File: src/design/asrf_pkg.sv
// Shared types and constants of the ADC spike rejection filter.
// Used by asrf_cfg_regs and adc_spike_rejection_filter_unit; no dependencies.
`default_nettype none

package asrf_pkg;

    localparam int SAMPLE_W  = 13;
    localparam int WINDOW_W  = 12;
    localparam int LIMIT_W   = 7;
    localparam int RUN_W     = 8;
    localparam int APB_AW    = 3;
    localparam int APB_DW    = 32;
    localparam int S_TDATA_W = 16;
    localparam int M_TDATA_W = 16;

    localparam logic [WINDOW_W-1:0] WINDOW_RST = 12'd5;
    localparam logic [LIMIT_W-1:0]  LIMIT_RST  = 7'd5;

    typedef enum logic [0:0] {
        REG_WINDOW       = 1'b0,
        REG_REJECT_LIMIT = 1'b1
    } reg_idx_t;

    typedef struct packed {
        logic [WINDOW_W-1:0] window;
        logic [LIMIT_W-1:0]  reject_limit;
    } cfg_t;

endpackage

`default_nettype wire

File: src/design/asrf_cfg_regs.sv
// APB register file holding the filter window and the reject limit.
// Depends on asrf_pkg.
`default_nettype none

module asrf_cfg_regs (
    input  wire logic                       aclk,
    input  wire logic                       aresetn,
    input  wire logic                       psel,
    input  wire logic                       penable,
    input  wire logic                       pwrite,
    input  wire logic [asrf_pkg::APB_AW-1:0] paddr,
    input  wire logic [asrf_pkg::APB_DW-1:0] pwdata,
    output logic      [asrf_pkg::APB_DW-1:0] prdata,
    output logic                            pready,
    output asrf_pkg::cfg_t                  cfg
);

    asrf_pkg::cfg_t   cfg_reg;
    asrf_pkg::reg_idx_t idx;
    logic             wr_en;

    assign pready = 1'b1;
    assign idx    = asrf_pkg::reg_idx_t'(paddr[2]);
    assign wr_en  = psel && penable && pwrite && pready;
    assign cfg    = cfg_reg;

    always_ff @(posedge aclk) begin
        if (!aresetn) begin
            cfg_reg.window       <= asrf_pkg::WINDOW_RST;
            cfg_reg.reject_limit <= asrf_pkg::LIMIT_RST;
        end else if (wr_en) begin
            case (idx)
                asrf_pkg::REG_WINDOW: begin
                    cfg_reg.window <= pwdata[asrf_pkg::WINDOW_W-1:0];
                end
                asrf_pkg::REG_REJECT_LIMIT: begin
                    cfg_reg.reject_limit <= pwdata[asrf_pkg::LIMIT_W-1:0];
                end
                default: begin
                end
            endcase
        end
    end

    always_comb begin
        case (idx)
            asrf_pkg::REG_WINDOW: begin
                prdata = {{(asrf_pkg::APB_DW-asrf_pkg::WINDOW_W){1'b0}}, cfg_reg.window};
            end
            asrf_pkg::REG_REJECT_LIMIT: begin
                prdata = {{(asrf_pkg::APB_DW-asrf_pkg::LIMIT_W){1'b0}}, cfg_reg.reject_limit};
            end
            default: begin
                prdata = '0;
            end
        endcase
    end

endmodule

`default_nettype wire

File: src/design/adc_spike_rejection_filter_unit.sv
// Stages: s1 register, then output register; last value and run update in one step.
// Throughput: one word per cycle while m_tready does not stall the output.
// Reset (aresetn low, synchronous): pipeline empties, last value and run clear,
// window and reject limit return to 5.
// Depends on asrf_pkg and asrf_cfg_regs.
`default_nettype none

module adc_spike_rejection_filter_unit (
    input  wire logic                          aclk,
    input  wire logic                          aresetn,
    input  wire logic                          s_tvalid,
    output logic                               s_tready,
    input  wire logic [asrf_pkg::S_TDATA_W-1:0] s_tdata,  // [12:0] raw_sample
    output logic                               m_tvalid,
    input  wire logic                          m_tready,
    output logic      [asrf_pkg::M_TDATA_W-1:0] m_tdata,  // [12:0] filtered_value
    output logic                               m_tuser,  // [0] rejected
    input  wire logic                          psel,
    input  wire logic                          penable,
    input  wire logic                          pwrite,
    input  wire logic [asrf_pkg::APB_AW-1:0]    paddr,
    input  wire logic [asrf_pkg::APB_DW-1:0]    pwdata,
    output logic      [asrf_pkg::APB_DW-1:0]    prdata,
    output logic                               pready
);

    asrf_pkg::cfg_t cfg;

    asrf_cfg_regs u_cfg (
        .aclk    (aclk),
        .aresetn (aresetn),
        .psel    (psel),
        .penable (penable),
        .pwrite  (pwrite),
        .paddr   (paddr),
        .pwdata  (pwdata),
        .prdata  (prdata),
        .pready  (pready),
        .cfg     (cfg)
    );

    logic                                s1_valid_reg;
    logic signed [asrf_pkg::SAMPLE_W-1:0] s1_sample_reg;
    logic                                m_valid_reg;
    logic signed [asrf_pkg::SAMPLE_W-1:0] m_value_reg;
    logic                                m_rej_reg;
    logic signed [asrf_pkg::SAMPLE_W-1:0] last_reg;
    logic signed [asrf_pkg::SAMPLE_W-1:0] last_next;
    logic signed [asrf_pkg::RUN_W-1:0]    run_reg;
    logic signed [asrf_pkg::RUN_W-1:0]    run_next;

    logic                                advance;
    logic                                fire;
    logic signed [asrf_pkg::SAMPLE_W:0]   s_w;
    logic signed [asrf_pkg::SAMPLE_W:0]   last_w;
    logic signed [asrf_pkg::SAMPLE_W:0]   win_w;
    logic signed [asrf_pkg::SAMPLE_W:0]   lo_bound;
    logic signed [asrf_pkg::SAMPLE_W:0]   hi_bound;
    logic signed [asrf_pkg::RUN_W-1:0]    lim_w;
    logic signed [asrf_pkg::RUN_W-1:0]    neg_lim;
    logic                                go_low;
    logic                                go_high;
    logic                                rej_next;

    assign advance  = !m_valid_reg || m_tready;
    assign s_tready = !s1_valid_reg || advance;
    assign fire     = s1_valid_reg && advance;

    always_ff @(posedge aclk) begin
        if (!aresetn) begin
            s1_valid_reg <= 1'b0;
        end else if (s_tready) begin
            s1_valid_reg <= s_tvalid;
        end
    end

    always_ff @(posedge aclk) begin
        if (s_tvalid && s_tready) begin
            s1_sample_reg <= s_tdata[asrf_pkg::SAMPLE_W-1:0];
        end
    end

    assign s_w      = {s1_sample_reg[asrf_pkg::SAMPLE_W-1], s1_sample_reg};
    assign last_w   = {last_reg[asrf_pkg::SAMPLE_W-1], last_reg};
    assign win_w    = {2'b00, cfg.window};
    assign lo_bound = last_w - win_w;
    assign hi_bound = last_w + win_w;
    assign lim_w    = {1'b0, cfg.reject_limit};
    assign neg_lim  = -lim_w;
    assign go_low   = (s_w < lo_bound) && (run_reg > neg_lim);
    assign go_high  = !go_low && (s_w > hi_bound) && (run_reg < lim_w);

    always_comb begin
        last_next = last_reg;
        rej_next  = 1'b1;
        if (go_low) begin
            run_next = (run_reg > 8'sd0) ? 8'sd0 : run_reg - 8'sd1;
        end else if (go_high) begin
            run_next = (run_reg < 8'sd0) ? 8'sd0 : run_reg + 8'sd1;
        end else begin
            run_next  = 8'sd0;
            last_next = s1_sample_reg;
            rej_next  = 1'b0;
        end
    end

    always_ff @(posedge aclk) begin
        if (!aresetn) begin
            m_valid_reg <= 1'b0;
            last_reg    <= '0;
            run_reg     <= '0;
        end else begin
            if (advance) begin
                m_valid_reg <= s1_valid_reg;
            end
            if (fire) begin
                last_reg <= last_next;
                run_reg  <= run_next;
            end
        end
    end

    always_ff @(posedge aclk) begin
        if (fire) begin
            m_value_reg <= last_next;
            m_rej_reg   <= rej_next;
        end
    end

    assign m_tvalid = m_valid_reg;
    assign m_tdata  = {{(asrf_pkg::M_TDATA_W-asrf_pkg::SAMPLE_W){1'b0}}, m_value_reg};
    assign m_tuser  = m_rej_reg;

    a_out_matches_last: assert property (@(posedge aclk) disable iff (!aresetn)
        m_valid_reg |-> (m_value_reg == last_reg))
        else $error("result word differs from stored last value");

    a_run_in_range: assert property (@(posedge aclk) disable iff (!aresetn)
        run_reg != 8'sh80)
        else $error("run counter left its range");

    a_accept_clears_run: assert property (@(posedge aclk) disable iff (!aresetn)
        (m_valid_reg && !m_rej_reg) |-> (run_reg == 8'sd0))
        else $error("accepted word with nonzero run counter");

    a_hold_on_stall: assert property (@(posedge aclk) disable iff (!aresetn)
        (m_valid_reg && !m_tready) |=> ($stable(last_reg) && $stable(run_reg)))
        else $error("filter state moved while result stalled");

endmodule

`default_nettype wire
File: config.mk
export PLATFORM = sky130hd
export DESIGN_NAME = adc_spike_rejection_filter_unit
export DESIGN_NICKNAME = d
export VERILOG_FILES = /design/src/design/asrf_pkg.sv /design/src/design/asrf_cfg_regs.sv /design/src/design/adc_spike_rejection_filter_unit.sv
export SDC_FILE = /design/constraint.sdc
export NUM_CORES = 1
export LEC_CHECK = 0
export ABC_CLOCK_PERIOD_IN_PS = 5240
export BUFFER_PORTS_ARGS = -buffer_cell sky130_fd_sc_hd__buf_2
export CORE_ASPECT_RATIO = 0.8
export CORE_UTILIZATION = 40
export CTS_BUF_LIST = sky130_fd_sc_hd__clkbuf_8
export DETAILED_ROUTE_END_ITERATION = 12
export GPL_TIMING_DRIVEN = 1
export PLACE_DENSITY = 0.69
export SLEW_MARGIN = 15
export SYNTH_ARGS = -nofsm -noshare
export SYNTH_HDL_FRONTEND = slang
export SYNTH_SLANG_ARGS = --single-unit
File: constraint.sdc
create_clock -name aclk -period 5.24 [get_ports aclk]
set_input_delay 0.786 -clock aclk [delete_from_list [all_inputs] [get_ports aclk]]
set_output_delay 0.786 -clock aclk [all_outputs]
set_load 0.005 [all_outputs]
==> results of run 1 <==
-- worst paths after layout --
path | startpoint | cells past startpoint | endpoint
worst min-delay path | u_cfg.cfg[17]$_SDFFE_PN0P_ | 2 | u_cfg.cfg[17]$_SDFFE_PN0P_
worst min register to register | u_cfg.cfg[17]$_SDFFE_PN0P_ | 2 | u_cfg.cfg[17]$_SDFFE_PN0P_
worst max-delay path | u_cfg.cfg[8]$_SDFFE_PN0P_ | 16 | m_value_reg[7]$_DFFE_PP_
worst max register to register | u_cfg.cfg[8]$_SDFFE_PN0P_ | 16 | m_value_reg[7]$_DFFE_PP_
-- through the flow --
step / total power, W / setup WS (ns) / hold WS [ns] / instances
floorplan: 0.00184 / 0.967 / 0.454 / 634
global placement: 0.00203 / 0.493 / 0.466 / 824
CTS: 0.00248 / 0.306 / 0.482 / 840
finish: 0.00248 / 0.397 / 0.484 / 840
global route: 0.00268 / 0.0406 / 0.509 / 840
detailed placement: 0.00207 / 0.349 / 0.473 / 824
-- synth_stat cells, types with 2 or more instances --
master	n	share of area, %
a211oi_1	8	1.1
a21o_1	5	0.72
a21oi_1	42	4.0
a221oi_1	2	0.33
a221oi_2	2	0.57
a311oi_1	3	0.50
a31oi_1	6	0.72
a32oi_1	2	0.33
and2_1	2	0.24
and3_1	2	0.24
buf_2	2	0.19
buf_4	25	3.6
buf_6	2	0.43
clkbuf_1	17	1.2
conb_1	2	0.14
dfxtp_1	42	16
edfxtp_1	27	15
fa_1	2	0.76
ha_1	69	16
inv_1	44	3.1
mux2_1	7	1.5
mux2_2	6	1.3
nand2_1	68	4.9
nand2b_1	9	1.1
nand3_1	29	2.8
nand4_1	6	0.72
nor2_1	32	2.3
nor2b_1	14	1.7
nor3_1	22	2.1
nor3b_1	2	0.29
nor4_1	4	0.48
o211ai_1	5	0.72
o21ai_0	37	3.5
o21ai_1	3	0.29
o21ba_2	2	0.38
o21bai_1	2	0.29
o31a_1	4	0.67
o31ai_1	2	0.29
o41ai_1	3	0.50
or2_2	3	0.36
or3_1	4	0.48
xnor2_1	22	3.7
xor2_1	3	0.50
-- what timing repair did --
item,CTS,global route
gates resized for setup,0,1
endpoints found under the setup margin,0,30
hold buffers,0,0
-- per-layer routing --
| layer | GRT usage, % | share of wire, % |
|---|---|---|
| met1 | 30.5 | 53 |
| met4 | 4.98 | 1.2 |
| met5 | 0 | 0 |
| met2 | 28.4 | 40 |
| met3 | 3.86 | 5.5 |
-- critical path, delay by kind of cell, from the launching register on --
kind,cells,cell delay (ns)
DFF,1,0.44
muxes,1,0.42
buffers and inverters,1,0.13
adders and majority gates,2,0.63
and+or+nand+nor,3,0.29
AOI/OAI and AO/OA,9,2.68
-- cell families after synthesis --
kind of cell	count (synthesis)	share of synthesized area (%)
mux	13	2.79
xor+xnor	25	4.17
fa+ha+maj	71	17.2
buf+inv	91	8.63
compound gates	139	16.9
simple gates	202	18.7
other cells	2	0.143
flops	69	31.5
-- report_power, final --
group / leakage (nW) / internal (W) / total [W] / switching, W
logic: 1.75 / 0.000573 / 0.00133 / 0.000761
clock network: 0.0882 / 0.000169 / 0.000392 / 0.000223
registers: 0.602 / 0.000661 / 0.000752 / 0.0000913
-- cell type report --
cell class                 count  area (sq um)  share of cell area (%)
multi-input combinational    474          3230                    56.3
tap                          175           219                    3.81
timing repair buffer          61           308                    5.36
sequential                    69          1650                    28.7
inverter                      45           169                    2.94
clock inverter                 7          42.5                   0.740
clock buffer                   9           124                    2.16
==> results.ini, run 1 <==
[final_layout]
post-route-util_pct=44.8
final_common_cell=ha_1
drive_gt1_share_pct=14.3
most-common-layout-cells=ha_1 (69), nand2_1 (68), buf_2 (60), inv_1 (45)
areaGrowthSynthToFinish_pct=9.51
layout.filler_cells=1244
post-route-cell-area_sq_um=5750
largest_register_ffs=19
final_stage_net_count=789
n_antenna_cell=0

[setup_path]
path_cells=inv_1, ha_1, nand2b_1, a21oi_1, o21ai_0, a211oi_1, a221oi_1, a221o_1, o21ai_0, ha_1, nand2_1, nor3_1, a41oi_1, o31ai_2, o21ai_2, mux2_2
critPathMaxStageDelay_ns=0.68
crit_required_ns=5.35
crit_path_top_delay_cell=o21ai_2
critical_path.max_fanout=15
endpoint_arrival_time_on_the_critical_path_ns=4.96
setup.reg_to_reg.worst_slack_ns=0.40
worst-setup-path-type=flip-flop to flip-flop
startpoint_type=flip-flop
critPathCaptureType=flip-flop

[timing]
fmax_mhz=206
maxSlewHeadroom_pct=39.9
finalMaxSlewViolations=0
period_needed_ns=4.84
worst_pin_slew_ns=0.898
hold_viol=0
setup_viol_count_final=0
fin_worst_skew_ns=0.0172
setup_repair_after_global_routing_missed_its_margin=no
totalNegativeSetupSlack_ns=0
fin_crit_sh_pct=92.4

[global_route]
grt_pass1_wl_mm=21.1
grt_antenna_before_repair=0
number_of_global_route_vias_before_repair=4152
grt_remaining_overflow=0
global_route.usage.total_pct=20.0
pin_count_of_the_biggest_net_entering_global_routing=36

[status]
status=finished clean

[clock_tree]
cts.repair_timing.setup_buffer_count=0
clock_tree_from_tritoncts=yes
tritoncts.num_buffers=9
cts_root_buf=clkbuf_8
worst_setup_hold_path_clk_slew_ns=0.09
cts.sink_count=69
htree_num_levels=3
clk_path_buf_depth=2
clk-insertion-delay-late_ns=0.37

[route]
drt_pre_antenna_iters=5
detail-route-antenna-nets=0
num_vias=4458
vias_per_cell=5.31
wire_per_inst_um=15.7
drt_wl_total_mm=13.2
detail_route.iter0.violations=351
post-route-drc-count=0

[synthesis]
synth_edf_count=27
synthesis.area_per_instance_sq_um=8.57
synth.lib_cells_used.distinct=60
ys_warn_count=0
post_synth_inst_count=612
synth-main-ff-cell=dfxtp_1
seq_area_frac_synth_pct=31.5
synth.ff_latch_count=69
synth-async-reset-ratio_pct=0
synth.cell_area_sq_um=5250

[die]
core_area_sq_um=12800
initial_core_util_pct=40.9
die_y_um=104
pin_count=110
core.rowCount=37
die_area_sq_um=13600
dieWidth_um=130

[power_and_ir_drop]
vdd.ir_drop.worst_mv=0.189
power_density_nw_per_um2=431
leakage_nw=2.44

[place]
io_buffer_count=60
post-dp-hpwl_mm=10.2
detailed_place.area_sq_um=5570
routabilityCongestion=0.875

[min_path]
min_path_type=flip-flop to flip-flop

[flow_run]
maxCapViolCount=0

Note: power is estimated with default switching activity, not from simulation.
==> run 2, diff against run 1 <==
--- a/config.mk
+++ b/config.mk
@@ -5,15 +5,15 @@
 export SDC_FILE = /design/constraint.sdc
 export NUM_CORES = 1
 export LEC_CHECK = 0
-export ABC_CLOCK_PERIOD_IN_PS = 5240
-export BUFFER_PORTS_ARGS = -buffer_cell sky130_fd_sc_hd__buf_2
+export ABC_CLOCK_PERIOD_IN_PS = 5600
+export BUFFER_PORTS_ARGS = -buffer_cell sky130_fd_sc_hd__clkbuf_2
 export CORE_ASPECT_RATIO = 0.8
 export CORE_UTILIZATION = 40
 export CTS_BUF_LIST = sky130_fd_sc_hd__clkbuf_8
 export DETAILED_ROUTE_END_ITERATION = 12
 export GPL_TIMING_DRIVEN = 1
 export PLACE_DENSITY = 0.69
-export SLEW_MARGIN = 15
+export SLEW_MARGIN = 30
 export SYNTH_ARGS = -nofsm -noshare
 export SYNTH_HDL_FRONTEND = slang
 export SYNTH_SLANG_ARGS = --single-unit
==> constraint.sdc (replaced) <==
create_clock -name aclk -period 5.6 [get_ports aclk]
set_input_delay 0.84 -clock aclk [delete_from_list [all_inputs] [get_ports aclk]]
set_output_delay 0.84 -clock aclk [all_outputs]
set_load 0.005 [all_outputs]
==> run 2 against run 1 <==
  * First-iteration DRC count grew 3.1%
  * Via count grew 0.11%
  * Clock skew shrank 0.0031 ns
  * Clock power shrank 3%
  * Critical endpoint is now m_value_reg[8]$_DFFE_PP_
  * Highest routed layer unchanged
==> results.ini, run 2 (synthesis gave the netlist of run 1 again) <==
[status]
status=finished clean

[clock_tree]
clk_path_buf_depth=2  ; unchanged
ctsResizeCount=0  ; unchanged
htree_num_levels=3  ; unchanged
tritoncts.num_buffers=9  ; unchanged
cts_root_buf=clkbuf_8
cts-hold-fix-buffers=0  ; unchanged
cts.sink_count=69  ; unchanged
worst_setup_hold_path_clk_slew_ns=0.08  ; about the same
clk-insertion-delay-late_ns=0.37  ; about the same
cts.repair_timing.setup_buffer_count=0  ; unchanged
clock_tree_from_tritoncts=yes

[route]
post-route-drc-count=0  ; unchanged
drt_wl_total_mm=13.1  ; -0.31%
detail_route.iter0.violations=362  ; +3.1%
drt_pre_antenna_iters=4  ; -1
num_vias=4463  ; +0.11%
wire_per_inst_um=15.6  ; -0.19%
vias_per_cell=5.32  ; +0.23%
detail-route-antenna-nets=0  ; unchanged

[timing]
setup_viol_count_final=0  ; unchanged
layout_setup_ws_ns=0.473  ; +0.0762 ns
hold_viol=0  ; unchanged
worst_pin_slew_ns=0.884  ; -0.0139 ns
fin_worst_skew_ns=0.0142  ; -0.00305 ns
finalMaxSlewViolations=0  ; unchanged
setup_repair_after_global_routing_missed_its_margin=no
fin_crit_sh_pct=91.6  ; -0.87 points
fmax_mhz=195  ; -5.5%
maxSlewHeadroom_pct=40.9  ; +0.93 points
period_needed_ns=5.13  ; +0.284 ns
totalNegativeSetupSlack_ns=0  ; unchanged

[power_and_ir_drop]
p_comb_share_pct=53.1  ; -0.7 points
clock_group_share_of_total_power_pct=16.4  ; +0.6 points
p_sw_share_pct=43.7  ; +0.28 points
vdd.ir_drop.worst_mv=0.172  ; -8.6%
power_density_nw_per_um2=404  ; -6.4%
cellInternalPower_w=0.00131  ; -6.8%
seqPwrFrac_pct=30.5  ; about the same
switchingPower_w=0.00101  ; -5.7%
leakage_nw=2.44  ; about the same

[final_layout]
layout.filler_cells=1295  ; +4.1%
n_antenna_cell=0  ; unchanged
largest_register_ffs=19  ; unchanged
layoutNonFillerInstCount=839  ; -0.12%
multi_input_comb_area_sq_um=3230  ; about the same
final_stage_net_count=788  ; -0.13%
drive_gt1_share_pct=14.0  ; -0.28 points
register_area_sq_um=1650  ; unchanged
final_common_cell=ha_1
most-common-layout-cells=ha_1 (69), nand2_1 (68), clkbuf_2 (60), inv_1 (45)
areaGrowthSynthToFinish_pct=9.56  ; about the same

[die]
core.rowCount=37  ; unchanged
die_y_um=104  ; unchanged
core_area_sq_um=12800  ; unchanged
initial_core_util_pct=40.9  ; unchanged
die_area_sq_um=13600  ; unchanged
pin_count=110  ; unchanged
dieWidth_um=130  ; unchanged

[global_route]
grt_use_met1_pct=30.8  ; +0.30 points
globalRouteMet3Util_pct=3.65  ; -0.21 points
global_route.usage.total_pct=20.4  ; +0.43 points
grt_antenna_before_repair=0  ; unchanged
pin_count_of_the_biggest_net_entering_global_routing=36  ; unchanged
globalRoute.busiestLayer=met1
number_of_global_route_vias_before_repair=4221  ; +1.7%
grt_remaining_overflow=0  ; unchanged
grt.met2_usage_pct=29.0  ; +0.61 points
grt_pass1_wl_mm=21.5  ; +2.2%

[place]
dpl.cell_count=823  ; -0.12%
routabilityCongestion=0.871  ; -0.42%
post-dp-hpwl_mm=10.2  ; +0.83%
detailedPlace.worstSlack_ns=0.589  ; +0.239 ns
io_buffer_count=60  ; unchanged

[setup_path]
startpoint_type=flip-flop
worst-r2r-cell-count=16  ; unchanged
critical_path.max_fanout=15  ; unchanged
critPathCaptureType=flip-flop
endpoint_arrival_time_on_the_critical_path_ns=5.25  ; +0.29 ns
worst-setup-path-type=flip-flop to flip-flop
crit_required_ns=5.72  ; +0.37 ns

[flow_run]
maxCapViolCount=0  ; unchanged

[min_path]
worst_hold_path.num_cells=2  ; unchanged
min_path_type=flip-flop to flip-flop

-- run 2: cell count changes in the layout (fill, tap and decap cells not counted) --
cell	delta
clkinv_2	-1
o41ai_1	+1
buf_4	-1
buf_2	-60
o41ai_2	-1
o211ai_2	-1
clkbuf_8	+1
o211ai_4	+1
clkbuf_2	+60
-- run 2: power by group through the flow --
stage	logic [W]	registers, W	clock network (W)
final	0.00123	0.000707	0.000381
after CTS	0.00122	0.000704	0.000390
after detailed placement	0.00121	0.000714	0
after global placement	0.00117	0.000711	0
after global routing	0.00138	0.000717	0.000409
after floorplan	0.00105	0.000677	0
-- run 2: layer usage --
layer	vias to the layer above	part of all wire (%)
met5	-	0
li1	2220	-
met2	172	40
met1	2054	52
met3	17	7.0
met4	0	1.4
-- run 2: layout make-up --
type / count / area share [%]
Clock buffer: 10 / 2.39
Sequential cell: 69 / 28.7
Multi-Input combinational cell: 474 / 56.3
Inverter: 45 / 2.94
Clock inverter: 6 / 0.653
Timing Repair Buffer: 60 / 5.22
Tap cell: 175 / 3.81
-- run 2: critical path, cell delays in order, from the launching register on --
cell      delay [ns]
dfxtp_1         0.44
inv_1           0.13
ha_1            0.32
nor2b_1         0.14
o21ai_0         0.22
a21oi_1         0.13
o41ai_1         0.43
o41ai_1         0.18
o41ai_1         0.38
xnor2_1         0.17
ha_1            0.26
a21oi_1         0.13
o221ai_1        0.17
a31o_1          0.22
or4_1           0.72
o21ai_2         0.41
mux2_2          0.42
-- run 2: stage by stage --
stage	power [W]	utilization, %	cell area [sq um]	hold WS [ns]
after floorplan	0.00173	-	5330	0.454
after global placement	0.00188	43.4	5570	0.466
after detailed placement	0.00192	43.4	5570	0.471
after CTS	0.00231	44.8	5740	0.482
after global routing	0.00250	44.8	5750	0.508
final	0.00232	44.8	5750	0.484
-- run 2: final timing paths --
| check | startpoint | end | slack (ns) |
|---|---|---|---|
| max | u_cfg.cfg[8]$_SDFFE_PN0P_ | m_value_reg[8]$_DFFE_PP_ | 0.47 |
| min | u_cfg.cfg[12]$_SDFFE_PN0P_ | u_cfg.cfg[12]$_SDFFE_PN0P_ | 0.48 |
| max reg2reg | u_cfg.cfg[8]$_SDFFE_PN0P_ | m_value_reg[8]$_DFFE_PP_ | 0.47 |
| min reg2reg | u_cfg.cfg[12]$_SDFFE_PN0P_ | u_cfg.cfg[12]$_SDFFE_PN0P_ | 0.48 |
==> run 3, diff against run 2 <==
--- a/config.mk
+++ b/config.mk
@@ -11,9 +11,9 @@
 export CORE_UTILIZATION = 40
 export CTS_BUF_LIST = sky130_fd_sc_hd__clkbuf_8
 export DETAILED_ROUTE_END_ITERATION = 12
-export GPL_TIMING_DRIVEN = 1
 export PLACE_DENSITY = 0.69
 export SLEW_MARGIN = 30
 export SYNTH_ARGS = -nofsm -noshare
 export SYNTH_HDL_FRONTEND = slang
+export SYNTH_HIERARCHICAL = 1
 export SYNTH_SLANG_ARGS = --single-unit
==> run 3 against run 2 <==
  * Cell count fell by 0.60%
  * Sequential power is 6.6% lower
  * Synthesized cell count is 2.6% lower
  * Largest cell class unchanged
  * Largest power group unchanged
==> results.ini, run 3 <==
[status]
status=finished clean

[route]
met3WireLength_um=710  ; -23%
drt_pre_antenna_iters=5  ; +1
met2WireLength_mm=4.96  ; -5.7%
drt_wl_total_mm=12.4  ; -5.4%
post-route-drc-count=0  ; unchanged
num_vias=4280  ; -4.1%
detail_route.iter0.violations=275  ; -24%
vias_per_cell=5.13  ; -3.5%
maxUsedRoutingLayer=met4
detail-route-antenna-nets=0  ; unchanged
wire_per_inst_um=14.9  ; -4.8%
detail_route.wirelength.met1_mm=6.59  ; -2.5%

[clock_tree]
clock_tree_from_tritoncts=yes
cts.sink_count=69  ; unchanged
ctsResizeCount=0  ; unchanged
worst_setup_hold_path_clk_slew_ns=0.08  ; about the same
clk_path_buf_depth=2  ; unchanged
cts-hold-fix-buffers=0  ; unchanged
clk-insertion-delay-late_ns=0.37  ; about the same
htree_num_levels=3  ; unchanged
tritoncts.num_buffers=9  ; unchanged
cts_root_buf=clkbuf_8
cts.repair_timing.setup_buffer_count=0  ; unchanged

[die]
dieWidth_um=134  ; +2.7%
pin_count=110  ; unchanged
core_area_sq_um=13600  ; +5.7%
core.rowCount=38  ; +2.7%
die_y_um=107  ; +2.7%
die_area_sq_um=14300  ; +5.5%
initial_core_util_pct=40.9  ; about the same

[synthesis]
ys_warn_count=6  ; +6
synth.largest_area_cell=ha_1
synth_area_leaders=ha_1 (16%), dfxtp_1 (15%), edfxtp_1 (15%)
synth-main-ff-cell=dfxtp_1
synth.cell_area_sq_um=5540  ; +5.6%
post_synth_inst_count=596  ; -2.6%
synth.lib_cells_used.distinct=67  ; +12%
synth.ff_latch_count=69  ; unchanged
synth.most_common_cell=ha_1
synthesis.area_per_instance_sq_um=9.30  ; +8.4%
synth_edf_count=27  ; unchanged
synth-async-reset-ratio_pct=0  ; unchanged
yosysTopAreaCellShare_pct=15.6  ; -0.87 points
top_cell_types_by_occurrence_after_synthesis=ha_1 (69), nand2_1 (68), inv_1 (47)
seq_area_frac_synth_pct=29.8  ; -1.7 points

[global_route]
global_route.usage.total_pct=18.2  ; -2.3 points
number_of_global_route_vias_before_repair=4057  ; -3.9%
grt_pass1_wl_mm=20.1  ; -6.8%
grt_remaining_overflow=0  ; unchanged
pin_count_of_the_biggest_net_entering_global_routing=64  ; +78%
grt_antenna_before_repair=0  ; unchanged

[final_layout]
final_common_cell=ha_1
areaGrowthSynthToFinish_pct=9.39
n_antenna_cell=0  ; unchanged
most-common-layout-cells=ha_1 (69), nand2_1 (68), clkbuf_2 (60), inv_1 (47), dfxtp_1 (42)
final_stage_net_count=778  ; -1.3%
drive_gt1_share_pct=18.2  ; +4.2 points
largest_register_ffs=19  ; unchanged

[timing]
fin_worst_skew_ns=0.0188  ; +0.00460 ns
layout_setup_ws_ns=0.545  ; +0.0724 ns
fin_crit_sh_pct=90.3  ; -1.3 points
maxSlewHeadroom_pct=47.7  ; +6.9 points
worst_pin_slew_ns=0.778  ; -0.106 ns
finalMaxSlewViolations=0  ; unchanged
setup_viol_count_final=0  ; unchanged
hold_viol=0  ; unchanged
setup_repair_after_global_routing_missed_its_margin=no
period_needed_ns=5.05  ; -0.0724 ns
totalNegativeSetupSlack_ns=0  ; unchanged
fmax_mhz=198  ; +1.4%

[setup_path]
endpoint_arrival_time_on_the_critical_path_ns=5.33  ; +0.08 ns
setup.reg_to_reg.worst_slack_ns=0.55  ; +0.07 ns
critPathCaptureType=flip-flop
worst-setup-path-type=flip-flop to flip-flop
critical_path.max_fanout=8  ; -7
crit_required_ns=5.88  ; +0.16 ns
startpoint_type=flip-flop

[power_and_ir_drop]
leakage_nw=2.65  ; +8.6%
vdd.ir_drop.worst_mv=0.162  ; -6.2%
finalPower_w=0.00202  ; -13%
power_density_nw_per_um2=333  ; -17%

[flow_run]
maxCapViolCount=0  ; unchanged

[min_path]
min_path_type=flip-flop to flip-flop

[place]
detailedPlace.worstSlack_ns=0.587  ; -0.00146 ns
io_buffer_count=60  ; unchanged
post-dp-hpwl_mm=9.73  ; -5.0%
routabilityCongestion=0.882  ; +1.3%

-- run 3: cell types whose count changed after synthesis, moves of 5 or more --
cell	previous run	this run
mux2i_1	0	34
o21ai_0	37	14
a21oi_1	42	20
nand3_1	29	11
nor2_1	32	21
mux2_4	0	8
nor3_1	22	14
mux2_1	7	0
nor2b_1	14	21
a211oi_1	8	2
mux2_2	6	12
clkbuf_1	17	12
o21a_1	1	6
-- run 3: cell families after synthesis --
logic type	share of synthesized area (%)
AOI/OAI and AO/OA	13.3
xor gates and xnor gates	3.64
adders and majority gates	16.3
buffers and inverters	8.69
DFF	29.8
muxes	10.7
other	0.203
and+or+nand+nor	17.3
-- run 3: path summary, 6_finish.rpt --
kind / start / end / depth (start not counted)
hold / removal: u_cfg/cfg[1]$_SDFFE_PN0P_ / u_cfg/cfg[1]$_SDFFE_PN0P_ / 2
setup / recovery: u_cfg/cfg[7]$_SDFFE_PN1P_ / run_reg[4]$_SDFFE_PN0P_ / 19
hold reg to reg: u_cfg/cfg[1]$_SDFFE_PN0P_ / u_cfg/cfg[1]$_SDFFE_PN0P_ / 2
setup reg to reg: u_cfg/cfg[7]$_SDFFE_PN1P_ / run_reg[4]$_SDFFE_PN0P_ / 19
-- run 3: per-layer routing --
layer  up-vias  global-route usage, %
met3         9                   3.95
met1      1946                   26.3
met5         -                      0
met4         0                   5.44
li1       2188                      -
met2       137                   26.7
-- run 3: report_power, final --
| part | internal, W | switching, W |
|---|---|---|
| Clock | 0.000162 | 0.000209 |
| Combinational | 0.000448 | 0.000540 |
| Sequential | 0.000593 | 0.0000665 |
-- run 3: cell type report --
cell class,count,area (sq um)
timing repair buffer,66,345
clock buffer,9,124
tap,180,225
multi-input combinational,456,3490
sequential,69,1650
inverter,47,176
fill,1291,7490
clock inverter,7,50.0
-- run 3: stage by stage --
stage                     hold slack (ns)  std cells  area (sq um)  util (%)
after detailed placement            0.488        818          5890      43.4
after global placement              0.466        818          5890      43.4
final                               0.499        834          6060      44.7
after floorplan                     0.451        617          5620         -
after global routing                0.535        834          6060      44.7
after CTS                           0.502        834          6060      44.7
-- run 3: critical path, stage by stage (launching register included) --
cell      delay, ns
dfxtp_1        0.47
ha_1           0.25
inv_1          0.07
fa_1           0.41
o21bai_1       0.17
a21oi_1        0.14
o21ai_0        0.28
a311oi_1       0.19
o21ai_0        0.26
a21oi_1        0.12
xnor2_1        0.14
ha_1           0.30
nand4_1        0.16
nor3_2         0.32
o31a_1         0.22
o22ai_1        0.18
nor4_2         0.45
buf_4          0.24
or3b_1         0.37
a221oi_2       0.23
